**src/hw/rtl/assert_macros.svh**
```systemverilog
// Assertion macros for the RTL file that carries checks (the block top).
// No dependencies; the user supplies clk and rst_n in scope.
`ifndef ASSERT_MACROS_SVH
`define ASSERT_MACROS_SVH

// Implication checked on every clock edge, off while in reset.
`define GLVR_ASSERT(lbl, prop, msg) \
  lbl: assert property (@(posedge clk) disable iff (!rst_n) prop) else $error(msg);

// Plain property, checked while in reset too.
`define GLVR_ASSERT_ALWAYS(lbl, prop, msg) \
  lbl: assert property (@(posedge clk) prop) else $error(msg);

`endif

```
**src/hw/rtl/glvr_pkg.sv**
```systemverilog
// Shared types and constants for the goal-limited velocity ramp.
// No dependencies.
package glvr_pkg;

  localparam int FS_W    = 31;
  localparam int RAMP_W  = 16;
  localparam int DIST_W  = 32;
  localparam int FRAC_W  = 15;
  localparam int TICK_W  = 16;
  localparam int VEL_W   = 32;
  localparam int IDX_W   = 2;
  localparam int CNT_W   = 6;

  localparam int DIV_STEPS  = 46;  // quotient bits of (frac*peak)/(64*ramp)
  localparam int SQRT_STEPS = 32;  // root bits of a 64-bit radicand

  localparam logic [IDX_W-1:0] REG_FULL_SPEED = 2'd0;
  localparam logic [IDX_W-1:0] REG_RAMP_UP    = 2'd1;
  localparam logic [IDX_W-1:0] REG_RAMP_DOWN  = 2'd2;

  typedef enum logic [9:0] {
    ST_IDLE = 10'b0000000001,
    ST_PEAK = 10'b0000000010,
    ST_PROD = 10'b0000000100,
    ST_LDA  = 10'b0000001000,
    ST_DIVA = 10'b0000010000,
    ST_LDD  = 10'b0000100000,
    ST_DIVD = 10'b0001000000,
    ST_MUL  = 10'b0010000000,
    ST_SQRT = 10'b0100000000,
    ST_FIN  = 10'b1000000000
  } glvr_state_t;

  typedef struct packed {
    logic load_in;
    logic peak;
    logic prod;
    logic div_load;
    logic div_step;
    logic div_dn;     // selects ramp-down time / dec result
    logic div_save;
    logic mul;
    logic sqrt_step;
    logic fin;
  } glvr_cmd_t;

  typedef struct packed {
    logic out_full;
  } glvr_sts_t;

endpackage

```
**src/hw/rtl/glvr_ctrl.sv**
```systemverilog
// Sequencer for the velocity ramp: walks the datapath through its steps.
// Depends on glvr_pkg.
module glvr_ctrl import glvr_pkg::*; (
  input  logic      clk,
  input  logic      rst_n,
  input  logic      in_valid,
  input  logic      out_stall,
  input  glvr_sts_t sts,
  output logic      in_stall,
  output glvr_cmd_t cmd
);

  glvr_state_t       state_r, state_nxt;
  logic [CNT_W-1:0]  cnt_r, cnt_nxt;
  logic              out_free;

  assign out_free = !sts.out_full || !out_stall;
  assign in_stall = (state_r != ST_IDLE);

  always_comb begin
    state_nxt = state_r;
    cnt_nxt   = cnt_r;
    cmd       = '0;
    case (state_r)
      ST_IDLE: begin
        if (in_valid) begin
          cmd.load_in = 1'b1;
          state_nxt   = ST_PEAK;
        end
      end
      ST_PEAK: begin
        cmd.peak  = 1'b1;
        state_nxt = ST_PROD;
      end
      ST_PROD: begin
        cmd.prod  = 1'b1;
        state_nxt = ST_LDA;
      end
      ST_LDA: begin
        cmd.div_load = 1'b1;
        cnt_nxt      = '0;
        state_nxt    = ST_DIVA;
      end
      ST_DIVA: begin
        cmd.div_step = 1'b1;
        cnt_nxt      = cnt_r + 1'b1;
        if (cnt_r == CNT_W'(DIV_STEPS - 1)) begin
          cmd.div_save = 1'b1;
          state_nxt    = ST_LDD;
        end
      end
      ST_LDD: begin
        cmd.div_load = 1'b1;
        cmd.div_dn   = 1'b1;
        cnt_nxt      = '0;
        state_nxt    = ST_DIVD;
      end
      ST_DIVD: begin
        cmd.div_step = 1'b1;
        cmd.div_dn   = 1'b1;
        cnt_nxt      = cnt_r + 1'b1;
        if (cnt_r == CNT_W'(DIV_STEPS - 1)) begin
          cmd.div_save = 1'b1;
          state_nxt    = ST_MUL;
        end
      end
      ST_MUL: begin
        cmd.mul   = 1'b1;
        cnt_nxt   = '0;
        state_nxt = ST_SQRT;
      end
      ST_SQRT: begin
        cmd.sqrt_step = 1'b1;
        cnt_nxt       = cnt_r + 1'b1;
        if (cnt_r == CNT_W'(SQRT_STEPS - 1)) state_nxt = ST_FIN;
      end
      ST_FIN: begin
        if (out_free) begin
          cmd.fin   = 1'b1;
          state_nxt = ST_IDLE;
        end
      end
      default: state_nxt = ST_IDLE;
    endcase
  end

  always_ff @(posedge clk) begin
    if (!rst_n) begin
      state_r <= ST_IDLE;
      cnt_r   <= '0;
    end else begin
      state_r <= state_nxt;
      cnt_r   <= cnt_nxt;
    end
  end

endmodule

```
**config.mk**
```make
export PLATFORM = sky130hd
export DESIGN_NAME = glvr_ctrl
export DESIGN_NICKNAME = d
export VERILOG_FILES = /design/src/hw/rtl/assert_macros.svh /design/src/hw/rtl/glvr_pkg.sv /design/src/hw/rtl/glvr_ctrl.sv
export SDC_FILE = /design/constraint.sdc
export NUM_CORES = 1
export LEC_CHECK = 0
export ABC_AREA = 0
export BUFFER_PORTS_ARGS = -buffer_cell sky130_fd_sc_hd__buf_2
export CAP_MARGIN = 25
export CELL_PAD_IN_SITES_DETAIL_PLACEMENT = 0
export CELL_PAD_IN_SITES_GLOBAL_PLACEMENT = 1
export CORE_UTILIZATION = 35
export DETAILED_ROUTE_END_ITERATION = 8
export GPL_TIMING_DRIVEN = 1
export PLACE_DENSITY_LB_ADDON = 0.1
export RECOVER_POWER = 25
export SKIP_CTS_REPAIR_TIMING = 1
export SLEW_MARGIN = 20
export SYNTH_ARGS = -nofsm -noshare
export SYNTH_HDL_FRONTEND = slang
export SYNTH_SLANG_ARGS = --single-unit
```
**constraint.sdc**
```tcl
create_clock -name clk -period 5.7 [get_ports clk]
set_input_delay 1.14 -clock clk [delete_from_list [all_inputs] [get_ports clk]]
set_output_delay 1.14 -clock clk [all_outputs]
set_load 0.01 [all_outputs]
```
* After elaboration in Yosys (flattened, before gate mapping)
Index checks and enable logic that the tools add are counted.
** Word-level totals
- Register bits :: 16
- Bits of input ports :: 5
- Output and inout port bits :: 11
** Operators by class
- Add/sub/neg operators :: 1
- Eq/ne operators :: 18
- Multiplexer cells :: 20
- Reductions and logical operators :: 10
** Operators with widths (number)
- 10-bit case mux with 10 select lines :: 1
- 10-bit two-way mux :: 5
- 1-bit two-way mux :: 13
- 6-bit case mux with 2 select lines :: 1
- 10-bit by 1-bit equality test with 1-bit output (second input constant) :: 1
- 10-bit equality test (second input constant) :: 1
- 10-bit by 2-bit equality test with 1-bit output (second input constant) :: 1
- 10-bit by 3-bit equality test with 1-bit output (second input constant) :: 1
- 10-bit by 4-bit equality test with 1-bit output (second input constant) :: 1
- 10-bit by 5-bit equality test with 1-bit output (second input constant) :: 1
- 10-bit by 6-bit equality test with 1-bit output (second input constant) :: 1
- 10-bit by 7-bit equality test with 1-bit output (second input constant) :: 1
- 10-bit by 8-bit equality test with 1-bit output (second input constant) :: 1
- 10-bit by 9-bit equality test with 1-bit output (second input constant) :: 1
- 10-bit by 1-bit != test with 1-bit output (second input constant) :: 1
- 2-bit != test (second input constant) :: 5
- 6-bit by 1-bit adder with 6-bit output (second input constant) :: 1
- 6-bit by 5-bit equality test with 1-bit output (second input constant) :: 1
- 6-bit equality test (second input constant) :: 1
- 2-bit OR reduction :: 3
- 3-bit OR reduction :: 2
- 5-bit AND reduction :: 1
- 1-bit logical NOT :: 2
- 2-bit nonzero test :: 1
- 1-bit logical OR :: 1

* Depth between registers and ports, before layout
Gate-level depths: netlist of the first run.
- Word-level depth :: 4
- Gate-level depth with buffers :: 7
- Mapped depth without buffers :: 7

* Worst setup path after synthesis of the first run
OpenSTA, ideal clock, no wires.
- Path type :: reg-to-output
- Start :: reg state_r[6]
- End :: out cmd[0] (netlist name)
- Arrival time :: 2029 ps
- Data required time :: 4560 ps
- Path slack :: 2531 ps
- Cell stages (with the launch flop) :: 5
- Buffers on the path :: 1
- Path through :: dfxtp_1 buf_4 or4_4 or3_1 a2111oi_0
** RTL lines
- start, declared :: line glvr_ctrl.sv:13 : glvr_state_t state_r, state_nxt;
- start signal, assigned :: line glvr_ctrl.sv:92 : state_r <= state_nxt;
- end, declared :: line glvr_ctrl.sv:10 : output glvr_cmd_t cmd

==> results of run 1 <==
placed cells by master, fill, tap and decap left out, types with 5 or more instances in the layout:
| cell | instances |
|---|---|
| a21oi_1 | 8 |
| and3_1 | 5 |
| buf_2 | 15 |
| dfxtp_1 | 16 |
| inv_1 | 8 |
| nand2_1 | 8 |
| nand3_1 | 8 |
| nor2_1 | 18 |
| o21ai_0 | 5 |
power by group through the flow:
stage | Sequential [mW] | Clock (mW) | Combinational [mW]
after global placement | 0.118 | 0 | 0.0286
after floorplan | 0.118 | 0 | 0.0196
after CTS | 0.116 | 0.0633 | 0.0291
after detailed placement | 0.118 | 0 | 0.0290
final | 0.116 | 0.0604 | 0.0293
after global routing | 0.116 | 0.0698 | 0.0329
area by class of cell:
type	count	area [µm²]
Clock buffer	3	22.52
Fill cell	297	1632
Inverter	8	30.03
Multi-Input combinational cell	101	635.6
Sequential cell	16	320.3
Tap cell	31	38.79
Timing Repair Buffer	16	78.83
cells in the mapped netlist, types with 3 or more instances:
cell type,instances,area [µm²]
nand2b_1,4,25.02
xnor2_1,3,26.28
nand2_1,8,30.03
nor2_1,18,67.56
a21oi_1,8,40.04
inv_1,8,30.03
nand4b_1,4,35.03
dfxtp_1,16,320.3
o21ai_0,5,25.02
nand3_1,8,40.04
and3_1,5,31.28
nor3_1,3,15.01
or2_2,4,25.02
through the flow:
step / instance area, µm² / cells / setup slack (ns) / total power, mW
CTS: 1132 / 175 / 2.317 / 0.2082
global route: 1126 / 175 / 1.827 / 0.2190
detailed placement: 1110 / 172 / 2.644 / 0.1473
finish: 1126 / 175 / 2.087 / 0.2055
floorplan: 1018 / 129 / 2.531 / 0.1373
global placement: 1106 / 171 / 2.662 / 0.1470
registers in the layout, indices dropped and copies added (netlist names):
name	flops
state_r	10
cnt_r	6
path summary, 6_finish.rpt:
| kind | from | endpoint | slack (ns) | cells after the start |
|---|---|---|---|---|
| setup / recovery | state_r[8]$_SDFFE_PN0P_ | cmd[2] | 2.09 | 5 |
| hold / removal | cnt_r[2]$_SDFFE_PN0P_ | cnt_r[2]$_SDFFE_PN0P_ | 0.52 | 1 |
| setup reg to reg | state_r[8]$_SDFFE_PN0P_ | state_r[2]$_SDFFE_PN0P_ | 2.80 | 5 |
| hold reg to reg | cnt_r[2]$_SDFFE_PN0P_ | cnt_r[2]$_SDFFE_PN0P_ | 0.52 | 1 |
metal layers:
layer  global-route usage  part of all wire  up-vias
li1                     -                 -      497
met1               0.2302              0.53      453
met2               0.2685              0.42       29
met3              0.02558             0.045        4
met4              0.06272             0.011        0
met5                    0                 0        -
worst register-to-register path: cells and delay by family (launching register included):
family,cells,cell delay (ns)
compound gates,1,0.80
flops,1,0.38
simple gates,4,1.62
cells by family (layout without fill, tap and decap cells):
| family | Yosys count | count (layout) | share of synthesized area |
|---|---|---|---|
| and+or+nand+nor | 69 | 69 | 0.3956 |
| AOI/OAI and AO/OA | 24 | 24 | 0.1560 |
| DFF | 16 | 16 | 0.3145 |
| buffers and inverters | 12 | 27 | 0.05529 |
| xor gates and xnor gates | 4 | 4 | 0.03440 |
| adders and majority gates | 2 | 2 | 0.02457 |
| muxes | 2 | 2 | 0.01966 |
==> impl_metrics.ini, run 1 <==
[outcome]
status = completed

[setup_path]
path_buf_inv = 2
critPathArrivalTime_ns = 2.47
cp-end-kind = primary output
worstPathCellList = nor4_1 -> nand3_1 -> or3b_2 -> inv_1 -> buf_2
cp_max_fo = 8
critical_path_required_ns = 4.56
path_class = reg -> out
critPathLaunchType = flop
cp_slowest_cell = nor4_1
max_stage_delay_ns = 0.88
cp_top_family = simple AND/OR/NAND/NOR gates

[synth]
yosysWarnings = 0
synthesis.nets = 136
synth_cell_types = 40
synth_flop_cell = dfxtp_1
synth_edf_count = 0
ys_ff_latch = 16
syn_area_um2 = 1018
synth_seq_area_share = 0.3145
syn_inst = 129
syn_area_per_cell_um2 = 7.895
async_flop_share = 0

[cells_and_area]
fin_util = 0.4083
antenna_cells = 0
area.growth.synth_to_final_pct = 10.57
drive_gt1_frac = 0.1875
final_nets = 153

[pwr]
power_density_nw_per_um2 = 182.5
p_clk_frac = 0.294
vdd_drop_max_mv = 0.1263
intPower_mw = 0.1493
pwr-share-seq = 0.564
p_leak_nw = 0.5023
p_sw_frac = 0.2734
pwr-share-comb = 0.142
p_switching_mw = 0.05619

[clocking]
clockRootBuffer = clkbuf_4
clockBufferDepth = 2
cts_htree_levels = 1
path_clk_slew_ns = 0.09
worstSkewPairLatency_ns = 0.29
cts_tree = done
cts.sinks = 16
cts_inserted_buffers = 3

[detailed_routing]
ant_nets = 0
viasPerCell = 5.617
drt_iter0_markers = 29
dr.pass1.iters = 4
post-route-drc-count = 0
wl_um = 2403
num_vias = 983
wire_per_inst_um = 13.73

[run]
maxCapViolations = 0

[global_route]
grt_remaining_overflow = 0
grt_max_degree = 10
grt_pass1_wl_um = 4140
antenna_found_initial = 0
grt_usage = 0.1684
grt_pass1_vias = 916

[sta]
skew_ns = 0.007127
setup_tns_ns = 0
layout_min_cycle_time_ns = 3.613
worstMarginPinSlew_ns = 1.010
slew_violations = 0
grt_setup_unrepaired = false
timing.fmax_mhz = 276.8
finalSetupViolCount = 0
period_share = 0.6339
slew-limit-headroom = 0.3205
whs_ns = 0.5183
finalHoldViolCount = 0

[floorplanning]
die_h_um = 55.95
die_area_um2 = 3130
num_rows = 19
chipWidth_um = 55.95
core_um2 = 2758
start_util = 0.3693
pin_count = 16

[placement]
hpwlAfterDp_um = 1906
io_buffers = 15
place_congestion = 0.7492

[worst_hold_path]
worstHoldPathType = reg -> reg
Power figures use the tool's default switching activity.
==> run 2: changes to the inputs <==
- clock period: 5.7 -> 3 ns (I/O delays scaled with it)
==> run 2 against run 1 <==
Against the previous run: flip-flop and latch count did not move; worst setup slack got worse by 1.9 ns; power rose by 110%; first-iteration DRC count rose by 34%; count of clock-buffer cells in the layout rose by 1.
==> impl_metrics.ini, run 2 (synthesis gave the netlist of run 1 again) <==
[outcome]
status = completed

[cells_and_area]
layout_common_cells = nor2_1 (18), dfxtp_1 (16), buf_2 (15)
antenna_cells = 0
top_regs = state_r (10), cnt_r (6)
area.growth.synth_to_final_pct = 12.16
fin_util = 0.4142
final_common_cell = nor2_1
final_nets = 154
largest_reg_flops = 10
largest-register = state_r
drive_gt1_frac = 0.1918

[pwr]
power_mw = 0.4337
pwr-share-seq = 0.507
vdd_drop_max_mv = 0.1946
p_leak_nw = 0.5123
p_sw_frac = 0.2784
intPower_mw = 0.3130
pwr-share-comb = 0.133
p_switching_mw = 0.1208
power_density_nw_per_um2 = 379.7
p_clk_frac = 0.361

[floorplanning]
pin_count = 16
die_area_um2 = 3130
core_um2 = 2758
die_h_um = 55.95
num_rows = 19
start_util = 0.3693
chipWidth_um = 55.95

[sta]
finalHoldViolCount = 0
finalSetupViolCount = 0
skew_ns = 0.004992
slew_violations = 0
setup_tns_ns = 0
layout_min_cycle_time_ns = 2.845
worstMarginPinSlew_ns = 1.178
period_share = 0.9482
slew-limit-headroom = 0.1945
grt_setup_unrepaired = false
timing.fmax_mhz = 351.6

[placement]
hpwlAfterDp_um = 1968
io_buffers = 15
place_congestion = 0.7503

[clocking]
clockRootBuffer = clkbuf_4
path_clk_slew_ns = 0.11
cts_inserted_buffers = 3
worstSkewPairLatency_ns = 0.31
cts.sinks = 16
clockBufferDepth = 2
cts_tree = done
cts_htree_levels = 1

[detailed_routing]
wl_um = 2559
drt_iter0_markers = 39
ant_nets = 0
wire_per_inst_um = 14.46
post-route-drc-count = 0
viasPerCell = 5.503
dr.pass1.iters = 4
num_vias = 974

[setup_path]
cp-end-kind = primary output
rrSetupSlack_ns = 0.58
path_class = reg -> out
critPathArrivalTime_ns = 2.24
critPathLaunchType = flop
cp_max_fo = 9
critical_path_required_ns = 2.40

[global_route]
grt_usage = 0.1783
grt_pass1_wl_um = 4367
antenna_found_initial = 0
grt_max_degree = 10
grt_remaining_overflow = 0
grt_pass1_vias = 936

[worst_hold_path]
worstHoldPathType = reg -> reg

[run]
maxCapViolations = 0
-- run 2: changes by cell type in the layout (fill, tap and decap cells not counted) --
cell / previous run / this run
a2111oi_0: 2 / 1
a2111oi_1: 0 / 1
buf_1: 1 / 0
buf_4: 0 / 1
clkbuf_1: 0 / 1
clkbuf_8: 0 / 1
nor4b_1: 0 / 1
nor4b_2: 1 / 0
-- run 2: worst max-delay path: stages, from the launching register on --
cell and delay [ns]:
dfxtp_1 0.41, or4_4 0.58, or3_1 0.40, a2111oi_1 0.36
buf_2 0.19
-- run 2: final timing paths --
kind	end	start	cells after the start
setup / recovery	cmd[0]	state_r[6]$_SDFFE_PN0P_	4
hold / removal	cnt_r[2]$_SDFFE_PN0P_	cnt_r[2]$_SDFFE_PN0P_	1
setup reg to reg	cnt_r[5]$_SDFFE_PN0P_	state_r[6]$_SDFFE_PN0P_	5
hold reg to reg	cnt_r[2]$_SDFFE_PN0P_	cnt_r[2]$_SDFFE_PN0P_	1
-- run 2: area by class of cell --
| type | instances | area, µm² |
|---|---|---|
| Multi-Input combinational cell | 101 | 630.6 |
| Inverter | 8 | 30.03 |
| Sequential cell | 16 | 320.3 |
| Tap cell | 31 | 38.79 |
| Timing Repair Buffer | 17 | 86.33 |
| Fill cell | 308 | 1615 |
| Clock buffer | 4 | 36.28 |
-- run 2: power groups by stage --
stage | Combinational, mW | Sequential, mW | Clock, mW
after global routing | 0.0633 | 0.220 | 0.174
after floorplan | 0.0372 | 0.224 | 0
after detailed placement | 0.0580 | 0.225 | 0
after global placement | 0.0575 | 0.224 | 0
final | 0.0575 | 0.220 | 0.156
after CTS | 0.0584 | 0.220 | 0.159
-- run 2: stage by stage --
step | hold slack [ns] | cell area [µm²] | setup slack (ns) | std cells
2_1_floorplan | 0.4805 | 1018 | 0.3714 | 129
3_3_place_gp | 0.4964 | 1121 | 0.5105 | 173
3_5_place_dp | 0.5108 | 1122 | 0.4766 | 173
4_1_cts | 0.5261 | 1159 | 0.1366 | 177
5_1_grt | 0.5503 | 1142 | 0.06864 | 177
6_report | 0.5265 | 1142 | 0.1555 | 177
-- run 2: routing by layer --
metal | track usage | routed length [µm]
met5 | 0 | 0
met4 | 0.08362 | 46
met3 | 0.02326 | 123
met2 | 0.2668 | 1060
met1 | 0.2544 | 1328
